**src/bsr_pkg.sv**
```systemverilog
// ----------------------------------------------------------------------------
// bsr_pkg
// Shared types, constants and helpers for the x^7+x^4+1 bit scrambler with
// descrambler seed recovery.
// ----------------------------------------------------------------------------
`default_nettype none

package bsr_pkg;

  localparam int unsigned LFSR_W     = 7;
  localparam int unsigned SEED_LEN   = 7;
  localparam int unsigned TAIL_LEN   = 6;
  localparam int unsigned TAIL_OFST  = 16;
  localparam int unsigned POS_W      = 16;
  localparam int unsigned PLEN_W     = 12;
  localparam int unsigned CNT_W      = 3;
  localparam int unsigned CFG_IDX_W  = 1;
  localparam int unsigned CFG_DATA_W = 7;

  localparam logic [LFSR_W-1:0] SEED_RESET = 7'd93;
  localparam logic [POS_W-1:0]  POS_MAX    = 16'hFFFF;
  localparam logic [POS_W-1:0]  TAIL_OFF   = 16'hFFFF;

  // configuration register indexes
  localparam logic [CFG_IDX_W-1:0] REG_MODE = 1'b0;
  localparam logic [CFG_IDX_W-1:0] REG_SEED = 1'b1;

  // per-stream state carried between requests
  typedef struct packed {
    logic [LFSR_W-1:0] lfsr;
    logic              pass_mode;
    logic              collecting;
    logic [LFSR_W-1:0] seed_bits;
    logic [CNT_W-1:0]  seed_count;
    logic [POS_W-1:0]  bit_position;
    logic [POS_W-1:0]  tail_start;
  } bsr_state_t;

  // results caused by one request: zero, one or a burst of seven
  typedef struct packed {
    logic [CNT_W-1:0]    count;
    logic [SEED_LEN-1:0] bits;
    logic                seed_flag;
    logic [LFSR_W-1:0]   seed;
  } bsr_result_t;

  // seed that turns the seven buffered bits into zeros
  function automatic logic [LFSR_W-1:0] derive_seed(input logic [LFSR_W-1:0] d);
    logic [LFSR_W-1:0] s;
    s[0] = d[6] ^ d[2];
    s[1] = d[5] ^ d[1];
    s[2] = d[4] ^ d[0];
    s[3] = d[3] ^ s[0];
    s[4] = d[2] ^ s[1];
    s[5] = d[1] ^ s[2];
    s[6] = d[0] ^ s[3];
    return s;
  endfunction

endpackage

`default_nettype wire

```
**src/bsr_step.sv**
```systemverilog
// ----------------------------------------------------------------------------
// bsr_step
// Next-state and result logic for one request: frame start handling, LFSR
// scrambling with tail zeroing, pass-through and descrambler seed recovery.
// ----------------------------------------------------------------------------
`default_nettype none

module bsr_step (
  input  bsr_pkg::bsr_state_t                   cur,
  input  logic                                  scramble_not_descramble,
  input  logic [bsr_pkg::LFSR_W-1:0]            frame_seed,
  input  logic                                  in_bit,
  input  logic                                  frame_start,
  input  logic                                  scramble_on,
  input  logic                                  tail_on,
  input  logic [bsr_pkg::PLEN_W-1:0]            payload_bytes,
  output bsr_pkg::bsr_state_t                   nxt,
  output bsr_pkg::bsr_result_t                  res
);
  import bsr_pkg::*;

  logic [POS_W-1:0]    pos;
  logic [POS_W:0]      tail_end;
  logic                in_tail;
  logic                fb;
  logic [LFSR_W-1:0]   sb;
  logic [LFSR_W-1:0]   sd;
  logic [LFSR_W-1:0]   l;
  logic                lfb;
  logic [SEED_LEN-1:0] burst;

  always_comb begin
    nxt = cur;
    res = '0;
    pos = '0;
    tail_end = '0;
    in_tail = 1'b0;
    sb = '0;
    sd = '0;
    l = '0;
    lfb = 1'b0;
    burst = '0;

    // frame start: restart position, pick mode for the frame
    if (frame_start) begin
      nxt.bit_position = '0;
      if (scramble_on) begin
        nxt.pass_mode = 1'b0;
        if (scramble_not_descramble) begin
          nxt.lfsr = frame_seed;
          nxt.tail_start = tail_on
            ? POS_W'({1'b0, payload_bytes, 3'b000}) + POS_W'(TAIL_OFST)
            : TAIL_OFF;
        end else begin
          nxt.collecting = 1'b1;
          nxt.seed_bits  = '0;
          nxt.seed_count = '0;
        end
      end else begin
        nxt.pass_mode = 1'b1;
      end
    end

    // saturating position counter
    pos = nxt.bit_position;
    if (pos != POS_MAX) nxt.bit_position = pos + POS_W'(1);

    fb = nxt.lfsr[3] ^ nxt.lfsr[6];

    tail_end = {1'b0, nxt.tail_start} + (POS_W+1)'(TAIL_LEN);
    in_tail = (nxt.tail_start != TAIL_OFF) && (pos >= nxt.tail_start)
              && ({1'b0, pos} < tail_end);

    if (nxt.pass_mode) begin
      res.count   = CNT_W'(1);
      res.bits[0] = in_bit;
    end else if (scramble_not_descramble) begin
      // scrambler, tail bits forced low
      nxt.lfsr    = {nxt.lfsr[LFSR_W-2:0], fb};
      res.count   = CNT_W'(1);
      res.bits[0] = in_tail ? 1'b0 : (in_bit ^ fb);
    end else if (nxt.collecting) begin
      sb = nxt.seed_bits;
      if (nxt.seed_count != CNT_W'(SEED_LEN)) sb[nxt.seed_count] = in_bit;
      if (nxt.seed_count < CNT_W'(SEED_LEN - 1)) begin
        nxt.seed_bits  = sb;
        nxt.seed_count = nxt.seed_count + CNT_W'(1);
      end else begin
        // seventh bit: recover seed and descramble the buffered bits
        sd = derive_seed(sb);
        l  = sd;
        for (int i = 0; i < SEED_LEN; i++) begin
          lfb      = l[3] ^ l[6];
          burst[i] = sb[i] ^ lfb;
          l        = {l[LFSR_W-2:0], lfb};
        end
        nxt.lfsr       = l;
        nxt.collecting = 1'b0;
        nxt.seed_count = '0;
        nxt.seed_bits  = '0;
        res.count      = CNT_W'(SEED_LEN);
        res.bits       = burst;
        res.seed_flag  = 1'b1;
        res.seed       = sd;
      end
    end else begin
      // descrambler after seed recovery
      nxt.lfsr    = {nxt.lfsr[LFSR_W-2:0], fb};
      res.count   = CNT_W'(1);
      res.bits[0] = in_bit ^ fb;
    end
  end

endmodule

`default_nettype wire

```
**src/bit_scrambler_with_seed_recovery.sv**
```systemverilog
// A result appears on the output in the cycle after its request is taken.
// Throughput: one bit per cycle unless in_stall holds the input; the LFSR state
// updates in the input cycle. A seed recovery gives a burst of seven results
// from the output register; the input stalls while the burst drains.
// Reset (rst, synchronous) clears stream state, output queue and loads the
// configuration defaults (scrambler mode, seed 93).
// ----------------------------------------------------------------------------
// bit_scrambler_with_seed_recovery
// x^7+x^4+1 bit scrambler / descrambler with tail zeroing and seed recovery.
// ----------------------------------------------------------------------------
`default_nettype none

module bit_scrambler_with_seed_recovery (
  input  logic                                 clk,
  input  logic                                 rst,
  input  logic                                 cfg_write,
  input  logic [bsr_pkg::CFG_IDX_W-1:0]        cfg_index,
  input  logic [bsr_pkg::CFG_DATA_W-1:0]       cfg_data,
  input  logic                                 in_valid,
  output logic                                 in_stall,
  input  logic                                 in_bit,
  input  logic                                 frame_start,
  input  logic                                 scramble_on,
  input  logic                                 tail_on,
  input  logic [bsr_pkg::PLEN_W-1:0]           payload_bytes,
  output logic                                 out_valid,
  input  logic                                 out_stall,
  output logic                                 out_bit,
  output logic                                 seed_valid,
  output logic [bsr_pkg::LFSR_W-1:0]           seed,
  output logic                                 last
);
  import bsr_pkg::*;

  logic                scramble_not_descramble;
  logic [LFSR_W-1:0]   frame_seed;
  bsr_state_t          state;
  bsr_state_t          state_next;
  bsr_result_t         res;

  // output queue: shift register of pending result bits
  logic [SEED_LEN-1:0] q_bits;
  logic [CNT_W-1:0]    q_cnt;
  logic                q_first;
  logic [LFSR_W-1:0]   q_seed;

  logic in_take;
  logic out_take;

  bsr_step u_step (
    .cur                     (state),
    .scramble_not_descramble (scramble_not_descramble),
    .frame_seed              (frame_seed),
    .in_bit                  (in_bit),
    .frame_start             (frame_start),
    .scramble_on             (scramble_on),
    .tail_on                 (tail_on),
    .payload_bytes           (payload_bytes),
    .nxt                     (state_next),
    .res                     (res)
  );

  // handshake
  assign out_take = out_valid && !out_stall;
  assign in_stall = !((q_cnt == '0) || ((q_cnt == CNT_W'(1)) && !out_stall));
  assign in_take  = in_valid && !in_stall;

  assign out_valid  = (q_cnt != '0);
  assign out_bit    = q_bits[0];
  assign seed_valid = q_first;
  assign seed       = q_first ? q_seed : '0;
  assign last       = (q_cnt == CNT_W'(1));

  // configuration registers
  always_ff @(posedge clk) begin
    if (rst) begin
      scramble_not_descramble <= 1'b1;
      frame_seed              <= SEED_RESET;
    end else if (cfg_write) begin
      case (cfg_index)
        REG_MODE: scramble_not_descramble <= cfg_data[0];
        REG_SEED: frame_seed              <= cfg_data[LFSR_W-1:0];
        default:  ;
      endcase
    end
  end

  // stream state
  always_ff @(posedge clk) begin
    if (rst) begin
      state.lfsr         <= '0;
      state.pass_mode    <= 1'b0;
      state.collecting   <= 1'b0;
      state.seed_bits    <= '0;
      state.seed_count   <= '0;
      state.bit_position <= '0;
      state.tail_start   <= TAIL_OFF;
    end else if (in_take) begin
      state <= state_next;
    end
  end

  // result queue: load on request, shift on each result taken
  always_ff @(posedge clk) begin
    if (rst) begin
      q_cnt   <= '0;
      q_first <= 1'b0;
    end else if (in_take) begin
      q_cnt   <= res.count;
      q_first <= res.seed_flag;
    end else if (out_take) begin
      q_cnt   <= q_cnt - CNT_W'(1);
      q_first <= 1'b0;
    end
  end

  always_ff @(posedge clk) begin
    if (in_take) begin
      q_bits <= res.bits;
      q_seed <= res.seed;
    end else if (out_take) begin
      q_bits <= {1'b0, q_bits[SEED_LEN-1:1]};
    end
  end

endmodule

`default_nettype wire

```
**config.mk**
```make
export PLATFORM = sky130hd
export DESIGN_NAME = bit_scrambler_with_seed_recovery
export DESIGN_NICKNAME = d
export VERILOG_FILES = /design/src/bsr_pkg.sv /design/src/bsr_step.sv /design/src/bit_scrambler_with_seed_recovery.sv
export SDC_FILE = /design/constraint.sdc
export NUM_CORES = 1
export LEC_CHECK = 0
export BUFFER_PORTS_ARGS = -buffer_cell sky130_fd_sc_hd__buf_2
export CORE_ASPECT_RATIO = 1.25
export CORE_MARGIN = 2
export CORE_UTILIZATION = 30
export CTS_CLUSTER_SIZE = 20
export DETAILED_ROUTE_END_ITERATION = 10
export PLACE_DENSITY = 0.53
export SETUP_SLACK_MARGIN = 0.02
export SLEW_MARGIN = 20
export SYNTH_ARGS = -nofsm -noshare
export SYNTH_HDL_FRONTEND = slang
export SYNTH_HIERARCHICAL = 1
export SYNTH_SLANG_ARGS = --single-unit
export TNS_END_PERCENT = 30
```
**constraint.sdc**
```tcl
create_clock -name clk -period 14.32 [get_ports clk]
set_input_delay 2.864 -clock clk [delete_from_list [all_inputs] [get_ports clk]]
set_output_delay 2.864 -clock clk [all_outputs]
set_load 0.005 [all_outputs]
```
==> qor.yml, run 1 <==
power:
  p_leak_nw: 2.65
  fin_total_pwr_uw: 853
  vdd_drop_max_uv: 70.4
  cellPowerDensity_mw_per_mm2: 135
grt:
  grt_pass1_vias: 4894
  antenna_found_initial: 0
  grt_util_all_layers_pct: 14.6
  grt_max_degree: 67
  grt_pass1_wl_um: 24300
  grt_overflow_total: 0
drt:
  initialDrtViolationCount: 311
  via_per_inst: 5.01
  ant_nets: 0
  postRouteWirelength_um: 14400
  routedWlPerCell_um: 14.5
  dr_total_vias: 4974
  drc_errors: 0
  first_pass_iters: 4
cts:
  post_cts_buffers: 0
  clk_latency_ns: 0.34
  cts.repair.resized: 0
  clkTransAtPathRegs_ns: 0.06
  cts_buffers: 9
  cts_sinks: 77
  clockBufferDepth: 2
  cts_root_buffer: "clkbuf_16"
  cts_tree: "yes"
  hold_buffers: 0
  htreeDepth: 3
sta:
  worst_pin_slew_ns: 1.09
  max_freq_ghz: 0.140
  period_needed_ns: 7.15
  skew_ns: 0.0112
  slew_violations: 0
  finalSetupViolCount: 0
  min_period_over_period_pct: 49.9
  finalHoldViolCount: 0
  setup_tns_ns: 0
  rsz0062_at_grt: "no"
  slew_headroom_pct: 27.2
synth:
  synthArstFlopShare_pct: 0
  postSynthAreaPerCell_um2: 7.74
  ys_seq_area_share_pct: 29.3
  synth_most_common_cell: "nand2_1"
  synth_area_mm2: 0.00575
  synth.area.top_cells: "dfxtp_1, nand2_1, ha_1, edfxtp_1, a21oi_1"
  synth_warnings: 6
  ys.flop_type: "dfxtp_1"
  yosysUniqueCellTypes: 86
  ys_ff_latch: 77
  synthCells: 742
  ys_top_cells_by_count: "nand2_1, dfxtp_1, a21oi_1"
  synth_edf_count: 14
  yosysTopAreaCell: "dfxtp_1"
  synth_top_area_share_pct: 22.0
status:
  outcome: "finished, final reports clean"
critical_path:
  crit_start: "frame_start"
  slowest_stage: "and3_1"
  cp-start-kind: "input pin"
  cp_common_cell: "nand2_1"
  crit_path_cell_trace: "buf_2 -> and3_1 -> mux2i_2 -> nor4_4 -> nand2_2 -> or4_1 -> xnor2_1 -> ha_1 -> a2111oi_0 -> nand2_1 -> o31ai_1 -> a41oi_1 -> o21a_1 -> a2bb2oi_2 -> nand2_1 -> nand2_1"
  max_stage_delay_ns: 0.97
  cp.depth: 16
  worst_ep_arrival_time_ns: 7.23
  crit_family: "simple AND/OR/NAND/NOR gates"
  worstPathMaxFanout: 29
  rrSetupSlack_ns: 9.51
  crit_buf_inv: 1
  end_kind: "register"
  critical_path_class: "input pin to register"
  required_ns: 14.40
  cp-endpoint: "q_bits[0]"
  reg2reg_from: "scramble_not_descramble"
  reg2reg_depth: 15
  r2r-end: "q_bits[0]"
min_path:
  hold_path_class: "register to register"
floorplan:
  pin_count: 41
  rows: 56
  fp.dieH_um: 159
  start_util_pct: 30.6
  die_area_mm2: 0.0203
  die_w_um: 128
  core_mm2: 0.0188
layout:
  multi_input_area_mm2: 0.00370
  syn_to_final_growth_pct: 10.0
  seqCellArea_mm2: 0.00168
  nets: 823
  fill_cells: 2066
  drive_gt1_share_pct: 10.7
  diodes: 0
placed_design:
  gp_congestion: 0.787
  io_buffers: 40
  dp_hpwl_um: 10300
job:
  maxCapViolCount: 0
==> worst min path at each step <==
stage | startpoint | to | slack (ns) | cells after the start
5_1_grt | state[50] | state[50] | 0.48 | 2
6_report | state[48] | state[48] | 0.45 | 2
2_1_floorplan | state[44] | state[44] | 0.44 | 2
3_5_place_dp | state[48] | state[48] | 0.45 | 2
3_3_place_gp | state[47] | state[47] | 0.44 | 2
4_1_cts | state[48] | state[48] | 0.45 | 2
==> routing by layer <==
layer / GRT usage, % / up-vias / wire (µm) / part of all wire [%]
li1: - / 2607 / - / -
met1: 18.3 / 2301 / 6590 / 46
met2: 25.7 / 55 / 7280 / 51
met3: 2.12 / 11 / 308 / 2.1
met4: 4.55 / 0 / 192 / 1.3
met5: 0 / - / 0 / 0
==> cell type report <==
class,instances,share of cell area (%)
Clock buffer,12,3.90
Inverter,37,2.20
Sequential cell,77,26.6
Tap cell,232,4.59
Multi-Input combinational cell,588,58.5
Clock inverter,4,0.772
Timing Repair Buffer,42,3.41
==> sequential cells by signal (all words and copies together), names as in the netlist <==
name and flops:
state 51, frame_seed 7, q_bits 7, q_seed 7, q_cnt 3, scramble_not_descramble 1
seed_valid 1
==> logic make-up after synthesis <==
| group | Yosys count | share of synthesized area (%) |
|---|---|---|
| DFF | 77 | 29.3 |
| xor gates and xnor gates | 37 | 6.01 |
| muxes | 15 | 2.79 |
| buffers and inverters | 82 | 6.69 |
| other | 1 | 0.0653 |
| AOI/OAI and AO/OA | 146 | 17.8 |
| and+or+nand+nor | 345 | 28.9 |
| adders and majority gates | 39 | 8.49 |
==> worst min-delay path: stages, from the launching register on <==
cell and delay [ns]:
dfxtp_1 0.30, nand2_1 0.05, a21oi_1 0.05
==> layout by cell type, fill, tap and decap left out, types with 14 or more instances in the layout <==
| master | netlist | final |
|---|---|---|
| ha_1 | 39 | 39 |
| a21oi_1 | 56 | 56 |
| o21ai_0 | 16 | 16 |
| edfxtp_1 | 14 | 14 |
| inv_1 | 36 | 36 |
| nor2_1 | 37 | 37 |
| nor2b_1 | 19 | 19 |
| dfxtp_1 | 63 | 63 |
| xnor2_1 | 23 | 23 |
| nand2_1 | 167 | 167 |
| buf_2 | 16 | 40 |
| nand3_1 | 46 | 46 |
| and2_1 | 14 | 14 |
==> per-stage QoR <==
stage	util, %	instance area [µm²]	setup WS [ns]	cells	hold slack (ns)
2_1_floorplan	-	5760	7.72	747	0.436
3_3_place_gp	32.1	6020	6.87	976	0.445
3_5_place_dp	32.1	6020	6.82	976	0.446
4_1_cts	33.7	6320	7.15	992	0.454
5_1_grt	33.7	6320	6.68	992	0.476
6_report	33.7	6320	7.17	992	0.453
==> power breakdown <==
| group | leakage (nW) | switching (mW) | internal (mW) |
|---|---|---|---|
| Combinational | 1.86 | 0.206 | 0.124 |
| Clock | 0.143 | 0.0900 | 0.140 |
| Sequential | 0.652 | 0.0258 | 0.268 |
| Total | 2.65 | 0.322 | 0.531 |
(Power assumes the default switching activity.)
==> run 2, diff against run 1 <==
PLACE_DENSITY = 0.55   (was 0.53)
clock period = 6.3 ns   (was 14.32 ns; I/O delays follow)
==> qor.yml, run 2 (synthesized netlist as in run 1, its figures left out) <==
drt:
  ant_nets: 0  # unchanged
  initialDrtViolationCount: 320  # was 311
  dr_total_vias: 5097  # was 4,974
  routedWlPerCell_um: 14.5  # about the same
  postRouteWirelength_um: 14500  # was 14,400 µm
  via_per_inst: 5.12  # was 5.01
  first_pass_iters: 5  # was 4
  drc_errors: 0  # unchanged
cts:
  hold_buffers: 0  # unchanged
  cts_buffers: 9  # unchanged
  clockBufferDepth: 2  # unchanged
  clk_latency_ns: 0.35  # was 0.34 ns
  clkTransAtPathRegs_ns: 0.06  # about the same
  cts.repair.resized: 0  # unchanged
  cts_root_buffer: "clkbuf_16"  # unchanged
  cts_sinks: 77  # unchanged
  cts_tree: "yes"  # unchanged
  post_cts_buffers: 0  # unchanged
  htreeDepth: 3  # unchanged
layout:
  drive_gt1_share_pct: 11.1  # was 10.7%
  regMostFlops: "state"  # unchanged
  largest_reg_flops: 51  # unchanged
  syn_to_final_growth_pct: 10.9  # was 10.0%
  fill_cells: 2022  # was 2,066
  design_area_mm2: 0.00637  # was 0.00632 mm²
  diodes: 0  # unchanged
  nets: 827  # was 823
  seqCellArea_mm2: 0.00168  # unchanged
  final_cell_mix: "nand2_1, dfxtp_1, a21oi_1"  # unchanged
  multi_input_area_mm2: 0.00370  # unchanged
  final_common_cell: "nand2_1"  # unchanged
  layout.cells.non_filler: 996  # was 992
sta:
  min_period_over_period_pct: 79.4
  slew_violations: 0  # unchanged
  finalHoldViolCount: 0  # unchanged
  period_needed_ns: 5.00
  rsz0062_at_grt: "no"  # unchanged
  slew_headroom_pct: 47.1  # was 27.2%
  setup_tns_ns: 0  # unchanged
  worst_pin_slew_ns: 0.793  # was 1.09 ns
  skew_ns: 0.00806  # was 0.0112 ns
  finalSetupViolCount: 0  # unchanged
  max_freq_ghz: 0.200
floorplan:
  start_util_pct: 30.6  # unchanged
  die_w_um: 128  # unchanged
  rows: 56  # unchanged
  fp.dieH_um: 159  # unchanged
  pin_count: 41  # unchanged
  core_mm2: 0.0188  # unchanged
  die_area_mm2: 0.0203  # unchanged
critical_path:
  crit_path_cell_trace: "buf_2 -> and4b_1 -> a21o_1 -> inv_1 -> ha_1 -> nor4_4 -> nand2_2 -> or4_1 -> xnor2_1 -> ha_1 -> a2111oi_0 -> nand2_1 -> o31ai_1 -> a41oi_1 -> o21ai_0 -> a2bb2oi_2 -> nand2_1 -> nand2_1"  # was buf_2 -> and3_1 -> mux2i_2 -> nor4_4 -> nand2_2 -> or4_1 -> xnor2_1 -> ha_1 -> a2111oi_0 -> nand2_1 -> o31ai_1 -> a41oi_1 -> o21a_1 -> a2bb2oi_2 -> nand2_1 -> nand2_1
  cp.depth: 18  # was 16
  crit_family: "simple AND/OR/NAND/NOR gates"  # unchanged
  critical_path_class: "input pin to register"  # unchanged
  crit_start: "tail_on"  # was frame_start
  cp-endpoint: "q_bits[0]"  # unchanged
  required_ns: 6.40  # was 14.40 ns
  slowest_stage: "a2111oi_0"  # was and3_1
  end_kind: "register"  # unchanged
  max_stage_delay_ns: 0.52  # was 0.97 ns
  reg2reg_depth: 17  # was 15
  cp-start-kind: "input pin"  # unchanged
  cp_common_cell: "nand2_1"  # unchanged
  r2r-end: "q_bits[0]"  # unchanged
  worstPathMaxFanout: 10  # was 29
  worst_ep_arrival_time_ns: 5.10  # was 7.23 ns
  crit_buf_inv: 2  # was 1
  reg2reg_from: "scramble_not_descramble"  # unchanged
  rrSetupSlack_ns: 1.74  # was 9.51 ns
grt:
  antenna_found_initial: 1  # was 0
  grt_overflow_total: 0  # unchanged
  grt_pass1_vias: 4859  # was 4,894
  grt_util_all_layers_pct: 14.6  # about the same
  grt_max_degree: 67  # unchanged
  grt_pass1_wl_um: 24000  # was 24,300 µm
placed_design:
  io_buffers: 40  # unchanged
  dp_cells: 980  # was 976
  dp_hpwl_um: 10300  # about the same
  dpl-instance-area_mm2: 0.00605  # was 0.00602 mm²
  gp_congestion: 0.786  # was 0.787
power:
  vdd_drop_max_uv: 140  # was 70.4 µV
  cellPowerDensity_mw_per_mm2: 312  # was 135 mW/mm²
  p_leak_nw: 2.69  # was 2.65 nW
  fin_total_pwr_mw: 1.99  # was 853 µW
status:
  outcome: "finished, final reports clean"  # unchanged
min_path:
  hold_path_class: "register to register"  # unchanged
  whs_path_depth: 2  # unchanged
job:
  maxCapViolCount: 0  # unchanged
==> run 2: changes by cell type in the layout (fill, tap and decap cells not counted), sizes merged <==
cell      previous run  this run
buf                 42        46
bufinv               1         2
clkbuf              12        11
clkinv               1         3
clkinvlp             1         0
inv                 38        37
==> run 2: worst min-delay path by stage <==
stage                   start         to
finish              state[47]  state[47]
global route        state[46]  state[46]
CTS                 state[47]  state[47]
detailed placement  state[50]  state[50]
global placement    state[41]  state[41]
floorplan           state[44]  state[44]
==> run 2: metrics by stage <==
step,utilization (%),worst slack (ns),hold WS [ns]
floorplan,-,1.31,0.436
global placement,32.2,1.06,0.443
detailed placement,32.2,1.01,0.446
CTS,33.9,1.34,0.454
global route,33.9,0.993,0.477
finish,33.9,1.30,0.451
==> run 2: layout make-up <==
cell class | count | area share (%)
clock buffers | 11 | 3.81
well taps | 232 | 4.56
flip-flops and latches | 77 | 26.4
repair buffers | 46 | 3.85
clock inverters | 5 | 1.16
inverters | 37 | 2.18
multi-input cells | 588 | 58.1
==> run 2: metal layers <==
layer  up-vias  track usage [%]  wire length, µm
met5         -                0                0
met4         0             7.24              473
met3        36             3.10              606
met2        96             23.5             6810
met1      2360             18.4             6600
li1       2605                -                -
==> run 2: worst register-to-register path: stages (launching register included) <==
cell       delay [ns]
dfxtp_1          0.63
and4b_1          0.39
a21o_1           0.15
inv_1            0.06
ha_1             0.24
nor4_4           0.36
nand2_2          0.14
or4_1            0.51
xnor2_1          0.15
ha_1             0.19
a2111oi_0        0.52
nand2_1          0.12
o31ai_1          0.27
a41oi_1          0.09
o21ai_0          0.27
a2bb2oi_2        0.08
nand2_1          0.06
nand2_1          0.06
==> run 2: power by group <==
group,switching [mW],leakage (nW),internal [mW]
Combinational,0.471,1.88,0.282
Sequential,0.0577,0.652,0.608
Clock,0.212,0.157,0.355
Total,0.740,2.69,1.25
